[config.mk]
export PLATFORM = sky130hd
export DESIGN_NAME = bbd_filt
export DESIGN_NICKNAME = d
export VERILOG_FILES = /design/src/rtl/bbd_pkg.sv /design/src/rtl/bbd_filt.sv
export SDC_FILE = /design/constraint.sdc
export NUM_CORES = 1
export LEC_CHECK = 0
export BUFFER_PORTS_ARGS = -buffer_cell sky130_fd_sc_hd__buf_2
export CORE_ASPECT_RATIO = 1.1
export CORE_MARGIN = 2
export CORE_UTILIZATION = 45
export DETAILED_ROUTE_END_ITERATION = 12
export SYNTH_ARGS = -nofsm -noshare
export SYNTH_HDL_FRONTEND = slang
export SYNTH_SLANG_ARGS = --single-unit
[constraint.sdc]
create_clock -name clk_i -period 5 [get_ports clk_i]
set_input_delay 1 -clock clk_i [delete_from_list [all_inputs] [get_ports clk_i]]
set_output_delay 1 -clock clk_i [all_outputs]
set_load 0.1 [all_outputs]
[src/rtl/bbd_pkg.sv]
package bbd_pkg;

  // Frame and sample limits.
  localparam int unsigned MAX_WIDTH   = 4096;
  localparam int unsigned MAX_HEIGHT  = 16384;
  localparam int unsigned SAMPLE_BITS = 16;

  // Widths derived from the limits.
  localparam int unsigned COL_W  = $clog2(MAX_WIDTH);       // column index
  localparam int unsigned WID_W  = COL_W + 1;               // width value
  localparam int unsigned ROW_W  = $clog2(MAX_HEIGHT) + 1;  // height value, input row
  localparam int unsigned OROW_W = ROW_W - 1;               // output row index

  // The line memory holds three raw rows side by side, one lane per row.
  localparam int unsigned NUM_BANKS = 3;
  localparam int unsigned WIN       = 3;
  localparam int unsigned LINE_W    = NUM_BANKS * SAMPLE_BITS;

  // Configuration port.
  localparam int unsigned CFG_IDX_W  = 2;
  localparam int unsigned CFG_DATA_W = 15;
  localparam logic [CFG_IDX_W-1:0] CFG_FRAME_WIDTH  = 2'd0;
  localparam logic [CFG_IDX_W-1:0] CFG_FRAME_HEIGHT = 2'd1;
  localparam logic [CFG_IDX_W-1:0] CFG_OFFSET_X     = 2'd2;
  localparam logic [CFG_IDX_W-1:0] CFG_OFFSET_Y     = 2'd3;

  localparam logic [WID_W-1:0] FRAME_WIDTH_RST  = 13'd1920;
  localparam logic [ROW_W-1:0] FRAME_HEIGHT_RST = 15'd1080;

  typedef logic [SAMPLE_BITS-1:0] sample_t;
  typedef logic [1:0]             bank_t;

  typedef struct packed {
    logic    op;
    sample_t raw_sample;
  } in_beat_t;

  typedef struct packed {
    logic [15:0] red;
    logic [15:0] green;
    logic [15:0] blue;
    logic        end_of_row;
    logic        end_of_frame;
  } out_beat_t;

  // One column read request travelling from the sequencer to the filter.
  typedef struct packed {
    logic    valid;      // a column is being read this cycle
    logic    is_out;     // the column completes an output pixel
    bank_t   bank_top;
    bank_t   bank_mid;
    bank_t   bank_bot;
    logic    fwd;        // bottom sample is the one being written now
    sample_t fwd_data;
    logic    ix_odd;
    logic    iy_odd;
    logic    eor;
    logic    eof;
  } issue_t;

  function automatic bank_t bank_inc(bank_t b);
    return (b == bank_t'(NUM_BANKS - 1)) ? bank_t'(0) : bank_t'(b + bank_t'(1));
  endfunction

  function automatic bank_t bank_dec(bank_t b);
    return (b == bank_t'(0)) ? bank_t'(NUM_BANKS - 1) : bank_t'(b - bank_t'(1));
  endfunction

endpackage

[src/rtl/bbd_filt.sv]
module bbd_filt (
  input  logic                        clk_i,
  input  logic                        rst_ni,
  input  bbd_pkg::issue_t             iss_i,
  input  logic [bbd_pkg::LINE_W-1:0]  ram_rdata_i,
  output logic                        b_hold_o,
  input  logic                        out_stall_i,
  output logic                        out_valid_o,
  output bbd_pkg::out_beat_t          out_data_o
);
  import bbd_pkg::*;

  issue_t    b_q;
  sample_t   win_q [WIN][WIN];
  logic      c_valid_q, c_ix_odd_q, c_iy_odd_q, c_eor_q, c_eof_q;
  logic      out_valid_q;
  out_beat_t out_data_q;

  logic      out_hold, c_hold;
  sample_t   col_top, col_mid, col_bot;
  logic [SAMPLE_BITS+1:0] orth, diag;
  logic [SAMPLE_BITS:0]   hsum, vsum;
  out_beat_t pix;

  function automatic sample_t lane(logic [LINE_W-1:0] d, bank_t b);
    sample_t s;
    unique case (b)
      2'd0:    s = d[0*SAMPLE_BITS +: SAMPLE_BITS];
      2'd1:    s = d[1*SAMPLE_BITS +: SAMPLE_BITS];
      default: s = d[2*SAMPLE_BITS +: SAMPLE_BITS];
    endcase
    return s;
  endfunction

  assign out_hold = out_valid_q && out_stall_i;
  assign c_hold   = c_valid_q && out_hold;
  assign b_hold_o = b_q.valid && c_hold;

  assign col_top = lane(ram_rdata_i, b_q.bank_top);
  assign col_mid = lane(ram_rdata_i, b_q.bank_mid);
  assign col_bot = b_q.fwd ? b_q.fwd_data : lane(ram_rdata_i, b_q.bank_bot);

  assign orth = (SAMPLE_BITS+2)'(win_q[0][1]) + (SAMPLE_BITS+2)'(win_q[2][1]) +
                (SAMPLE_BITS+2)'(win_q[1][0]) + (SAMPLE_BITS+2)'(win_q[1][2]);
  assign diag = (SAMPLE_BITS+2)'(win_q[0][0]) + (SAMPLE_BITS+2)'(win_q[0][2]) +
                (SAMPLE_BITS+2)'(win_q[2][0]) + (SAMPLE_BITS+2)'(win_q[2][2]);
  assign hsum = (SAMPLE_BITS+1)'(win_q[1][0]) + (SAMPLE_BITS+1)'(win_q[1][2]);
  assign vsum = (SAMPLE_BITS+1)'(win_q[0][1]) + (SAMPLE_BITS+1)'(win_q[2][1]);

  always_comb begin
    pix.end_of_row   = c_eor_q;
    pix.end_of_frame = c_eof_q;
    unique case ({c_iy_odd_q, c_ix_odd_q})
      2'b00: begin
        pix.red   = win_q[1][1];
        pix.green = orth[SAMPLE_BITS+1:2];
        pix.blue  = diag[SAMPLE_BITS+1:2];
      end
      2'b01: begin
        pix.red   = hsum[SAMPLE_BITS:1];
        pix.green = win_q[1][1];
        pix.blue  = vsum[SAMPLE_BITS:1];
      end
      2'b10: begin
        pix.red   = vsum[SAMPLE_BITS:1];
        pix.green = win_q[1][1];
        pix.blue  = hsum[SAMPLE_BITS:1];
      end
      2'b11: begin
        pix.red   = diag[SAMPLE_BITS+1:2];
        pix.green = orth[SAMPLE_BITS+1:2];
        pix.blue  = win_q[1][1];
      end
    endcase
  end

  // Window columns shift left; the newest column enters on the right.
  always_ff @(posedge clk_i) begin
    if (b_q.valid && !c_hold) begin
      for (int r = 0; r < WIN; r++) begin
        win_q[r][0] <= win_q[r][1];
        win_q[r][1] <= win_q[r][2];
      end
      win_q[0][2] <= col_top;
      win_q[1][2] <= col_mid;
      win_q[2][2] <= col_bot;
      c_ix_odd_q  <= b_q.ix_odd;
      c_iy_odd_q  <= b_q.iy_odd;
      c_eor_q     <= b_q.eor;
      c_eof_q     <= b_q.eof;
    end
    if (!out_hold && c_valid_q) begin
      out_data_q <= pix;
    end
  end

  always_ff @(posedge clk_i or negedge rst_ni) begin
    if (!rst_ni) begin
      b_q         <= '0;
      c_valid_q   <= 1'b0;
      out_valid_q <= 1'b0;
    end else begin
      if (!b_hold_o) begin
        b_q <= iss_i;
      end
      if (!c_hold) begin
        c_valid_q <= b_q.valid && b_q.is_out;
      end
      if (!out_hold) begin
        out_valid_q <= c_valid_q;
      end
    end
  end

  assign out_valid_o = out_valid_q;
  assign out_data_o  = out_data_q;

endmodule

==> summary.txt <==
Timing
  – Min cycle time layout: 4.16 ns
  – Slew margin rel.: 31.7%
  – Max Fclk: 240 MHz
  – Slew Viols, Final: 0
  – Hold WS: 0.418 ns
  – Least-Margin Pin Slew: 1.03 ns
  – Final setup violation count: 0
  – Final hold violation count: 0
  – Setup repair after global routing missed its margin: false
  – Clock Skews: 0.0209 ns
  – Setup TNS: 0 ns
  – Final Cycle Share: 83.2%

Clock network
  – CTS Buf Count: 25
  – Clock root buffer: clkbuf_16
  – Cts hold-fix bufs: 0
  – Longest Clk Path Bufs: 3
  – Clock sinks: 229
  – CTS H-tree lvls: 1
  – Skew-Pair Late Insertion Delay: 0.54 ns
  – Clock edge transition at the registers on the reported setup and hold paths: 0.06 ns
  – Post-CTS sizing: 0
  – Setup Buffers After CTS: 0
  – CTS tree: yes

Global routing
  – GR Overflow Total: 0
  – Largest net degree at the start of global routing: 89
  – Initial antenna violation count: 0
  – GRT Overall Usage: 19.8%
  – Vias in the first global route: 9204
  – First-pass GRT wire length: 50000 um

Run
  – Maxcap violations: 0

Routing
  – Detailed-router iteration count before antenna repair: 5
  – WL final: 31400 um
  – Initial DRC count: 688
  – Drt drc: 0
  – Via-to-Cell Ratio: 5.17
  – Vias: 9350
  – Routed wire per std cell: 17.3 um
  – Post-DRT Antenna Nets: 0

Synthesis
  – Post-synth design cell area: 0.0139 mm^2
  – Area share of the largest cell type after synthesis: 42.7%
  – Count of cell types in the netlist: 62
  – Synth top area cells: edfxtp_1, fa_1, dfrtp_1
  – Primary FF master, synth: edfxtp_1
  – Syn Inst Count: 1251
  – Post-synth EDFFs: 198
  – Post-synthesis sequential area ratio: 48.3%
  – Synth Net Count: 1457
  – Yosys reg bits: 229
  – Syn. warnings: 0
  – Top cells by count, synth: edfxtp_1, inv_1, nand2_1
  – Post-synth top area cell: edfxtp_1
  – Async set-reset flop share out of synthesis: 13.5%
  – Synthesized area per cell: 11.1 um^2
  – Most numerous cell in the Yosys netlist: edfxtp_1

Hold path
  – Worst hold path class: reg -> reg

Critical path
  – Required @ worst endpoint: 5.27 ns
  – Crit Path Category: reg -> reg
  – Worst EP arrival: 4.43 ns
  – Kind of start point of the critical path: register
  – Worst setup EP type: register
  – CP max FO: 3

Pwr
  – Peak VDD IR: 0.226 mV
  – Leakage: 0.00710 uW
  – Pwr dens: 515 mW/mm^2

Placement
  – HPWL Detailed: 24100 um
  – Cell Area, Placed: 0.0150 mm^2
  – # placed instances: 1764
  – GP Congestion: 0.816
  – Port Buffers: 131

Floorplanning
  – Initial Util: 45.7%
  – Die ar.: 0.0323 mm^2
  – Die span in y: 188 um
  – Placement row count: 67
  – Horiz. Die Dim: 172 um
  – Core area: 0.0304 mm^2
  – Io pins: 132

Cells and area
  – Final instance area: 0.0159 mm^2
  – Area growth syn-to-layout: 14.0%
  – Final non-filler cell total: 1810
  – Final net count: 1583
  – Layout cell share with drive strength beyond 1: 15.4%
  – Fin util: 52.1%
  – Antenna diodes: 0

Outcome
  – Status: finished, final reports clean
-- stage by stage --
stage	total power [uW]	worst slack (ns)
6_report	8170	0.841
5_1_grt	8670	0.722
4_1_cts	8210	0.831
3_5_place_dp	6260	0.840
3_3_place_gp	6210	0.899
2_1_floorplan	5430	1.10
-- final timing paths --
check,start,to,slack (ns),cells after the start
setup reg to reg,win_q[0][1],out_data_o[49],0.84,13
setup / recovery,win_q[0][1],out_data_o[49],0.84,13
hold reg to reg,c_eor_q,out_data_o[1],0.42,0
min in group asynchronous,rst_ni,b_q[27],0.51,1
hold / removal,c_eor_q,out_data_o[1],0.42,0
max in group asynchronous,rst_ni,b_q[6],4.03,1
-- state kept, by name, indices dropped and copies added, names as in the netlist --
name / flops
c_valid_q: 1
c_iy_odd_q: 1
c_eor_q: 1
out_data_o: 50
c_eof_q: 1
win_q: 144
b_q: 29
out_valid_o: 1
c_ix_odd_q: 1
-- worst max-delay path, cell delays in order (launching register included) --
cell      delay, ns
edfxtp_1       0.34
inv_1          0.06
fa_1           0.53
inv_1          0.05
fa_1           0.46
nand2_1        0.08
nor2_1         0.05
fa_1           0.46
a21o_1         0.20
a311o_2        0.46
a31oi_4        0.25
a21oi_2        0.10
a311o_1        0.39
mux4_2         0.47
-- cell type report --
cell class / instances / area, um^2
fillers: 2739 / 14600
flip-flops and latches: 229 / 6720
multi-input cells: 787 / 6320
inverters: 197 / 739
repair buffers: 137 / 713
clock buffers: 27 / 633
well taps: 414 / 518
clock inverters: 19 / 206
-- cell families after synthesis --
family	synth area share, %
and+or+nand+nor	9.07
AOI/OAI and AO/OA	11.2
buffers and inverters	6.34
DFF	48.3
adders and majority gates	14.9
muxes	7.17
xor gates and xnor gates	3.02
-- placed cells by master (no fill, tap or decap), drive strengths merged, types with 7 or more instances in the layout --
| cell | n |
|---|---|
| inv | 199 |
| edfxtp | 198 |
| nand2 | 189 |
| buf | 137 |
| o21ai | 80 |
| fa | 66 |
| ha | 60 |
| a21oi | 60 |
| mux2i | 49 |
| nor2 | 46 |
| dfrtp | 31 |
| a21o | 30 |
| xnor2 | 30 |
| clkbuf | 27 |
| mux4 | 21 |
| xor2 | 18 |
| clkinv | 12 |
| nand2b | 11 |
| a31oi | 10 |
| nor2b | 7 |
| a211oi | 7 |
| o21bai | 7 |
| a221oi | 7 |
-- per-layer routing --
metal / track usage, % / vias to the layer above / wire, um
li1: - / 4583 / -
met1: 31.0 / 4451 / 15500
met2: 29.4 / 285 / 13500
met3: 2.65 / 31 / 1870
met4: 4.20 / 0 / 526
met5: 0 / - / 0
-- report_power, final --
group | internal [uW] | total [uW] | leakage [uW] | switching [uW]
clock | 1130 | 1910 | 0.000412 | 786
combinational | 1310 | 3640 | 0.00440 | 2330
sequential | 2440 | 2610 | 0.00229 | 168
total | 4880 | 8170 | 0.00710 | 3290
Note: power is estimated with default switching activity, not from simulation.
