`src/rtl/bbd_pkg.sv`:
```
package bbd_pkg;

  // Frame and sample limits.
  localparam int unsigned MAX_WIDTH   = 4096;
  localparam int unsigned MAX_HEIGHT  = 16384;
  localparam int unsigned SAMPLE_BITS = 16;

  // Widths derived from the limits.
  localparam int unsigned COL_W  = $clog2(MAX_WIDTH);       // column index
  localparam int unsigned WID_W  = COL_W + 1;               // width value
  localparam int unsigned ROW_W  = $clog2(MAX_HEIGHT) + 1;  // height value, input row
  localparam int unsigned OROW_W = ROW_W - 1;               // output row index

  // The line memory holds three raw rows side by side, one lane per row.
  localparam int unsigned NUM_BANKS = 3;
  localparam int unsigned WIN       = 3;
  localparam int unsigned LINE_W    = NUM_BANKS * SAMPLE_BITS;

  // Configuration port.
  localparam int unsigned CFG_IDX_W  = 2;
  localparam int unsigned CFG_DATA_W = 15;
  localparam logic [CFG_IDX_W-1:0] CFG_FRAME_WIDTH  = 2'd0;
  localparam logic [CFG_IDX_W-1:0] CFG_FRAME_HEIGHT = 2'd1;
  localparam logic [CFG_IDX_W-1:0] CFG_OFFSET_X     = 2'd2;
  localparam logic [CFG_IDX_W-1:0] CFG_OFFSET_Y     = 2'd3;

  localparam logic [WID_W-1:0] FRAME_WIDTH_RST  = 13'd1920;
  localparam logic [ROW_W-1:0] FRAME_HEIGHT_RST = 15'd1080;

  typedef logic [SAMPLE_BITS-1:0] sample_t;
  typedef logic [1:0]             bank_t;

  typedef struct packed {
    logic    op;
    sample_t raw_sample;
  } in_beat_t;

  typedef struct packed {
    logic [15:0] red;
    logic [15:0] green;
    logic [15:0] blue;
    logic        end_of_row;
    logic        end_of_frame;
  } out_beat_t;

  // One column read request travelling from the sequencer to the filter.
  typedef struct packed {
    logic    valid;      // a column is being read this cycle
    logic    is_out;     // the column completes an output pixel
    bank_t   bank_top;
    bank_t   bank_mid;
    bank_t   bank_bot;
    logic    fwd;        // bottom sample is the one being written now
    sample_t fwd_data;
    logic    ix_odd;
    logic    iy_odd;
    logic    eor;
    logic    eof;
  } issue_t;

  function automatic bank_t bank_inc(bank_t b);
    return (b == bank_t'(NUM_BANKS - 1)) ? bank_t'(0) : bank_t'(b + bank_t'(1));
  endfunction

  function automatic bank_t bank_dec(bank_t b);
    return (b == bank_t'(0)) ? bank_t'(NUM_BANKS - 1) : bank_t'(b - bank_t'(1));
  endfunction

endpackage

```
`src/rtl/bbd_ctrl.sv`:
```
module bbd_ctrl (
  input  logic                              clk_i,
  input  logic                              rst_ni,
  input  logic                              cfg_we_i,
  input  logic [bbd_pkg::CFG_IDX_W-1:0]     cfg_idx_i,
  input  logic [bbd_pkg::CFG_DATA_W-1:0]    cfg_data_i,
  input  logic                              in_valid_i,
  input  bbd_pkg::in_beat_t                 in_data_i,
  output logic                              in_stall_o,
  input  logic                              b_hold_i,
  output logic                              ram_we_o,
  output logic [bbd_pkg::LINE_W-1:0]        ram_wmask_o,
  output logic [bbd_pkg::COL_W-1:0]         ram_waddr_o,
  output logic [bbd_pkg::LINE_W-1:0]        ram_wdata_o,
  output logic                              ram_re_o,
  output logic [bbd_pkg::COL_W-1:0]         ram_raddr_o,
  output bbd_pkg::issue_t                   iss_o
);
  import bbd_pkg::*;

  localparam logic [1:0] PRE_DONE = 2'd2;

  logic [WID_W-1:0]  fw_q;
  logic [ROW_W-1:0]  fh_q;
  logic              ox_q, oy_q;
  logic [COL_W-1:0]  in_col_q;
  logic [ROW_W-1:0]  in_row_q;
  bank_t             ib_q;
  logic [COL_W-1:0]  ix_q;
  logic [OROW_W-1:0] iy_q;
  bank_t             iym3_q;
  logic [1:0]        pre_q;

  logic [WID_W-1:0]  w_eff, w_m1_full, x, xp1;
  logic [ROW_W-1:0]  h_eff, h_m1, y, oy1;
  logic [COL_W-1:0]  w_m1, col_r;
  logic              in_frame, past_delay, need_pre, pre_issue, in_acc, step;
  logic              do_write, do_out, last_col, last_row, last;
  bank_t             yb, b_top, b_mid, b_bot;

  always_comb begin
    if (fw_q < WID_W'(2)) begin
      w_eff = WID_W'(2);
    end else if (fw_q > WID_W'(MAX_WIDTH)) begin
      w_eff = WID_W'(MAX_WIDTH);
    end else begin
      w_eff = fw_q;
    end
    if (fh_q < ROW_W'(2)) begin
      h_eff = ROW_W'(2);
    end else if (fh_q > ROW_W'(MAX_HEIGHT)) begin
      h_eff = ROW_W'(MAX_HEIGHT);
    end else begin
      h_eff = fh_q;
    end
  end

  assign w_m1_full = w_eff - WID_W'(1);
  assign w_m1      = w_m1_full[COL_W-1:0];
  assign h_m1      = h_eff - ROW_W'(1);

  // Input side: the next item sits at raster position (in_row_q, in_col_q).
  assign in_frame   = in_row_q < h_eff;
  assign oy1        = ROW_W'(oy_q) + ROW_W'(1);
  assign past_delay = (in_row_q > oy1) ||
                      ((in_row_q == oy1) && ({1'b0, in_col_q} >= (WID_W'(ox_q) + WID_W'(1))));

  // Output side: sampling center of the pending output pixel.
  assign x   = {1'b0, ix_q} + WID_W'(ox_q);
  assign xp1 = x + WID_W'(1);
  assign y   = {1'b0, iy_q} + ROW_W'(oy_q);
  assign yb  = oy_q ? bank_inc(iym3_q) : iym3_q;

  assign col_r    = (xp1 >= w_eff) ? w_m1 : xp1[COL_W-1:0];
  assign last_col = ix_q == w_m1;
  assign last_row = iy_q == h_m1[OROW_W-1:0];
  assign last     = last_col && last_row;

  // Rows above and below the center, clamped to the frame, mapped to lanes.
  always_comb begin
    b_top = (y == ROW_W'(0)) ? yb : bank_dec(yb);
    b_mid = (y > h_m1) ? bank_dec(yb) : yb;
    if (y > h_m1) begin
      b_bot = bank_dec(yb);
    end else if (y == h_m1) begin
      b_bot = yb;
    end else begin
      b_bot = bank_inc(yb);
    end
  end

  assign need_pre   = past_delay && (ix_q == '0) && (pre_q != PRE_DONE);
  assign pre_issue  = need_pre && !b_hold_i;
  assign in_stall_o = b_hold_i || need_pre;
  assign in_acc     = in_valid_i && !in_stall_o;
  assign step       = in_acc && !(in_frame && in_data_i.op);
  assign do_write   = step && in_frame;
  assign do_out     = step && past_delay;

  always_comb begin
    for (int k = 0; k < NUM_BANKS; k++) begin
      ram_wmask_o[k*SAMPLE_BITS +: SAMPLE_BITS] = {SAMPLE_BITS{ib_q == bank_t'(k)}};
    end
  end

  assign ram_we_o    = do_write;
  assign ram_waddr_o = in_col_q;
  assign ram_wdata_o = {NUM_BANKS{in_data_i.raw_sample}};
  assign ram_re_o    = !b_hold_i;

  always_comb begin
    if (pre_issue) begin
      ram_raddr_o = (pre_q == 2'd0) ? COL_W'(0) : COL_W'(ox_q);
    end else begin
      ram_raddr_o = col_r;
    end
  end

  always_comb begin
    iss_o.valid    = pre_issue || do_out;
    iss_o.is_out   = do_out;
    iss_o.bank_top = b_top;
    iss_o.bank_mid = b_mid;
    iss_o.bank_bot = b_bot;
    iss_o.fwd      = do_out && (y < h_m1) && (xp1 < w_eff);
    iss_o.fwd_data = in_data_i.raw_sample;
    iss_o.ix_odd   = ix_q[0];
    iss_o.iy_odd   = iy_q[0];
    iss_o.eor      = last_col;
    iss_o.eof      = last;
  end

  always_ff @(posedge clk_i or negedge rst_ni) begin
    if (!rst_ni) begin
      fw_q     <= FRAME_WIDTH_RST;
      fh_q     <= FRAME_HEIGHT_RST;
      ox_q     <= 1'b0;
      oy_q     <= 1'b0;
      in_col_q <= '0;
      in_row_q <= '0;
      ib_q     <= '0;
      ix_q     <= '0;
      iy_q     <= '0;
      iym3_q   <= '0;
      pre_q    <= '0;
    end else if (cfg_we_i) begin
      unique case (cfg_idx_i)
        CFG_FRAME_WIDTH:  fw_q <= cfg_data_i[WID_W-1:0];
        CFG_FRAME_HEIGHT: fh_q <= cfg_data_i[ROW_W-1:0];
        CFG_OFFSET_X:     ox_q <= cfg_data_i[0];
        CFG_OFFSET_Y:     oy_q <= cfg_data_i[0];
      endcase
      in_col_q <= '0;
      in_row_q <= '0;
      ib_q     <= '0;
      ix_q     <= '0;
      iy_q     <= '0;
      iym3_q   <= '0;
      pre_q    <= '0;
    end else begin
      if (pre_issue) begin
        pre_q <= pre_q + 2'd1;
      end
      if (step) begin
        if (do_out && last) begin
          in_col_q <= '0;
          in_row_q <= '0;
          ib_q     <= '0;
          ix_q     <= '0;
          iy_q     <= '0;
          iym3_q   <= '0;
          pre_q    <= '0;
        end else begin
          if (in_col_q == w_m1) begin
            in_col_q <= '0;
            in_row_q <= in_row_q + ROW_W'(1);
            ib_q     <= bank_inc(ib_q);
          end else begin
            in_col_q <= in_col_q + COL_W'(1);
          end
          if (do_out) begin
            pre_q <= '0;
            if (last_col) begin
              ix_q   <= '0;
              iy_q   <= iy_q + OROW_W'(1);
              iym3_q <= bank_inc(iym3_q);
            end else begin
              ix_q <= ix_q + COL_W'(1);
            end
          end
        end
      end
    end
  end

endmodule

```
`config.mk`:
```
export PLATFORM = sky130hd
export DESIGN_NAME = bbd_ctrl
export DESIGN_NICKNAME = d
export VERILOG_FILES = /design/src/rtl/bbd_pkg.sv /design/src/rtl/bbd_ctrl.sv
export SDC_FILE = /design/constraint.sdc
export NUM_CORES = 1
export LEC_CHECK = 0
export BUFFER_PORTS_ARGS = -buffer_cell sky130_fd_sc_hd__buf_2
export CORE_ASPECT_RATIO = 0.6
export CORE_MARGIN = 1.5
export CORE_UTILIZATION = 55
export CTS_CLUSTER_DIAMETER = 30
export CTS_CLUSTER_SIZE = 14
export DETAILED_ROUTE_END_ITERATION = 10
export GPL_TIMING_DRIVEN = 0
export PLACE_DENSITY_LB_ADDON = 0.2
export SLEW_MARGIN = 20
export SYNTH_ARGS = -nofsm -noshare
export SYNTH_HDL_FRONTEND = slang
export SYNTH_SLANG_ARGS = --single-unit
```
`constraint.sdc`:
```
create_clock -name clk_i -period 6.2 [get_ports clk_i]
set_clock_uncertainty 0.15 [all_clocks]
set_input_delay 0.93 -clock clk_i [delete_from_list [all_inputs] [get_ports clk_i]]
set_output_delay 0.93 -clock clk_i [all_outputs]
set_load 0.005 [all_outputs]
```
==> key figures <==
Global route
  – Largest net degree at the start of global routing: 50
  – Gr usage total: approximately 33%
  – Grt ovf: 0
  – First-pass GRT wire length: around 43 mm
  – Initial antenna violation count: 1
  – Vias in the first global route: around 7,500

Layout
  – Commonest non-fill, non-tap cells in the layout: buf_2, buf_4, nor2_1
  – FF+latch area: around 0.0022 mm²
  – Multi-input gate area: 0.005640 mm²
  – Number of fill cells in the layout: 1,411
  – Antenna Cells: 0
  – # nets final: roughly 1,400
  – Layout area overhead: 16.98%
  – Final Non-Filler Cells: around 1,500
  – Share of cells above drive strength 1: a little under a third
  – Commonest non-fill, non-tap cell in the layout: buf_2

Timing
  – Worst setup margin: about 0.2 ns
  – Max-slew violation count: 0
  – Final setup fails: 0
  – F_max: 166.7 MHz
  – Final hold viol count: 0
  – Crit share post-route: a little over nine tenths
  – Worst Tran Pin Value: about 1.2 ns
  – Slew headroom: about a fifth
  – Fin crit period: around 6 ns

Clock tree
  – Worst-skew pair later-pin latency: roughly 0.35 ns
  – TritonCTS Buffers: 9
  – Clk sinks: a little under 90
  – Root buffer cell: clkbuf_16
  – Post-CTS Hold Buffers: 0
  – Clock tree buffer depth: 2
  – H-tree depth reported by CTS: 3
  – CTS tree: built
  – Clock slew at reported path FFs: around 0.070 ns

Floorplan
  – Die W: about 170 µm
  – Die height: around 100 µm
  – Initial core utilization: a little under three fifths
  – DIE AREA: around 0.017 mm²
  – Core Region: approximately 0.016 mm²
  – Number of cell rows: 36
  – I/O pin total: 191

Setup path
  – Worst Path Arrival: 4.92 ns
  – Startpoint types: flop
  – CP cell instances: clkbuf_1 > and4_1 > and3_1 > nand2_1 > xnor2_1 > ha_1 > a2111oi_0 > a21oi_1 > o31a_1 > nor3_4 > mux2_2 > o21ai_0 > buf_2
  – Worst Path Required: a little over 5 ns
  – Worst Path Max Fanout: 10
  – Crit path kind: flop to output pin
  – Worst path slowest cell: clkbuf_1
  – Max stage delay on crit path: slightly below 0.6 ns
  – Crit end category: output pin

Logic synthesis
  – Synth Cell Area: between 0.009 and 0.01 mm²
  – Yosys cell types: 74
  – Cells after synthesis: ~1,100
  – Asr flop ratio synth: 100.0%
  – Yosys warning count: 0
  – Avg Inst Size Synth: 8.196 µm²
  – Post-synth EDFFs: 0
  – Net count after synthesis: between 1,000 and 1,500
  – Sequential-to-total area share from yosys stat: between 20% and 30%
  – Primary FF master, synth: dfrtp_1
  – Synth Register Bits: just under 90

Pwr
  – Leakage: between 5 and 6 nW
  – Max IR drop VDD: 0.1573 mV
  – Cell Pwr Density: approximately 220 mW/mm²
  – Total power: roughly 2.3 mW

Placed design
  – Placement Setup Slack: -0.3360 ns
  – Post-DP HPWL: 22.74 mm
  – Number of I/O port buffers: ~170
  – Cells after DPL: about 1,500
  – Gpl congestion: approximately 0.98

Drt
  – Post-DR wirelength/cell: between 15 and 20 µm
  – Antenna viol nets, final: 0
  – DR vias/cell: between 5 and 6
  – Drt drc: 0
  – Wirelength, routed: around 28 mm
  – Starting DRT DRC Count: roughly 850
  – TritonRoute pass-1 iters: 5
  – Via count: between 8,000 and 9,000

Flow run
  – Number of max-cap violations: 0

Hold path
  – HP Class: flop to flop

Run status
  – Result of the run: complete, no violations
==> registers in the layout (all words and copies together), names as in the netlist, 2 cells and up <==
signal and cells:
iy_q 14, iym3_q 2, ix_q 12, fw_q 13, ib_q 2, pre_q 2, fh_q 15, ram_waddr_o 12
in_row_q 15
==> final cells by class <==
type / count / share of cell area (%)
Clock inverter: 7 / 0.5083
Tap cell: 209 / 2.470
Timing Repair Buffer: 180 / 8.865
Inverter: 36 / 1.277
Sequential cell: 89 / 21.13
Buffer: 173 / 10.33
Multi-Input combinational cell: 804 / 53.29
Clock buffer: 9 / 2.128
==> worst max-delay path: cells and delay by family, from the launching register on <==
kind | cells | cell delay (ns)
muxes | 1 | 0.38
xor gates and xnor gates | 1 | 0.36
buffers and inverters | 2 | 0.77
adders and majority gates | 1 | 0.36
and+or+nand+nor | 4 | 1.08
DFF | 1 | 0.43
AOI/OAI and AO/OA | 4 | 1.19
==> where the power goes <==
part / total [mW] / switching, mW / leakage (nW) / internal, mW
Clock: 0.523 / 0.248 / 0.140 / 0.275
Combinational: 1.05 / 0.604 / 3.82 / 0.447
Sequential: 0.709 / 0.0727 / 1.16 / 0.636
==> kinds of logic after synthesis <==
family | share of synthesized area, %
xor+xnor | 7.647
compound gates | 14.67
buf+inv | 13.61
fa+ha+maj | 8.573
flops | 24.72
simple gates | 24.46
mux | 6.319
==> timing repair <==
item	4_1_cts	5_1_grt
buffers inserted	0	5
gates resized for setup	8	10
setup endpoints to repair	56	56
pin swaps	0	2
==> cell usage after synthesis, types with 21 or more instances <==
cell      instances  area (µm²)
inv_1            34       127.6
nor3_1           30       150.1
clkbuf_1         49       183.9
dfrtp_1          81        2027
nand3_1          33       165.2
nor2_1          101       379.1
o21ai_0          43       215.2
nor4_1           21       131.4
xnor2_1          34       297.8
nand4_1          36       225.2
buf_4           114       855.8
nand2_1          73       274.0
ha_1             62       775.7
a21oi_1          45       225.2
nand2b_1         21       131.4
xor2_1           45       394.1
mux2_2           33       371.6
==> through the flow <==
step                hold WS, ns  utilization (%)  area (µm²)  TNS (ns)
floorplan                0.3306                -        9049         0
global placement         0.3441            62.96       10180    -23.21
detailed placement       0.3461            63.15       10210    -12.55
CTS                      0.3620            65.07       10520         0
global route             0.3927            65.46       10590  -0.02379
finish                   0.3599            65.46       10590         0
==> metal layers <==
metal	global-route usage, %	wire [µm]	vias to the layer above
li1	-	-	4241
met5	0	0	-
met2	41.17	10460	461
met4	5.288	206	0
met1	52.71	14260	4173
met3	10.57	3529	23
==> worst paths after layout <==
kind | slack, ns | startpoint | endpoint | cells past startpoint
hold reg to reg | 0.36 | ox_q$_DFFE_PN0P_ | ox_q$_DFFE_PN0P_ | 1
min in group asynchronous | 0.42 | rst_ni | in_row_q[13]$_DFFE_PN0P_ | 1
setup / recovery | 0.20 | ix_q[4]$_DFFE_PN0P_ | ram_raddr_o[0] | 13
setup reg to reg | 0.57 | fw_q[11]$_DFFE_PN0P_ | in_row_q[11]$_DFFE_PN0P_ | 16
max in group asynchronous | 4.79 | rst_ni | fh_q[3]$_DFFE_PN1P_ | 2
hold / removal | 0.36 | ox_q$_DFFE_PN0P_ | ox_q$_DFFE_PN0P_ | 1
Power figures use the tool's default switching activity.
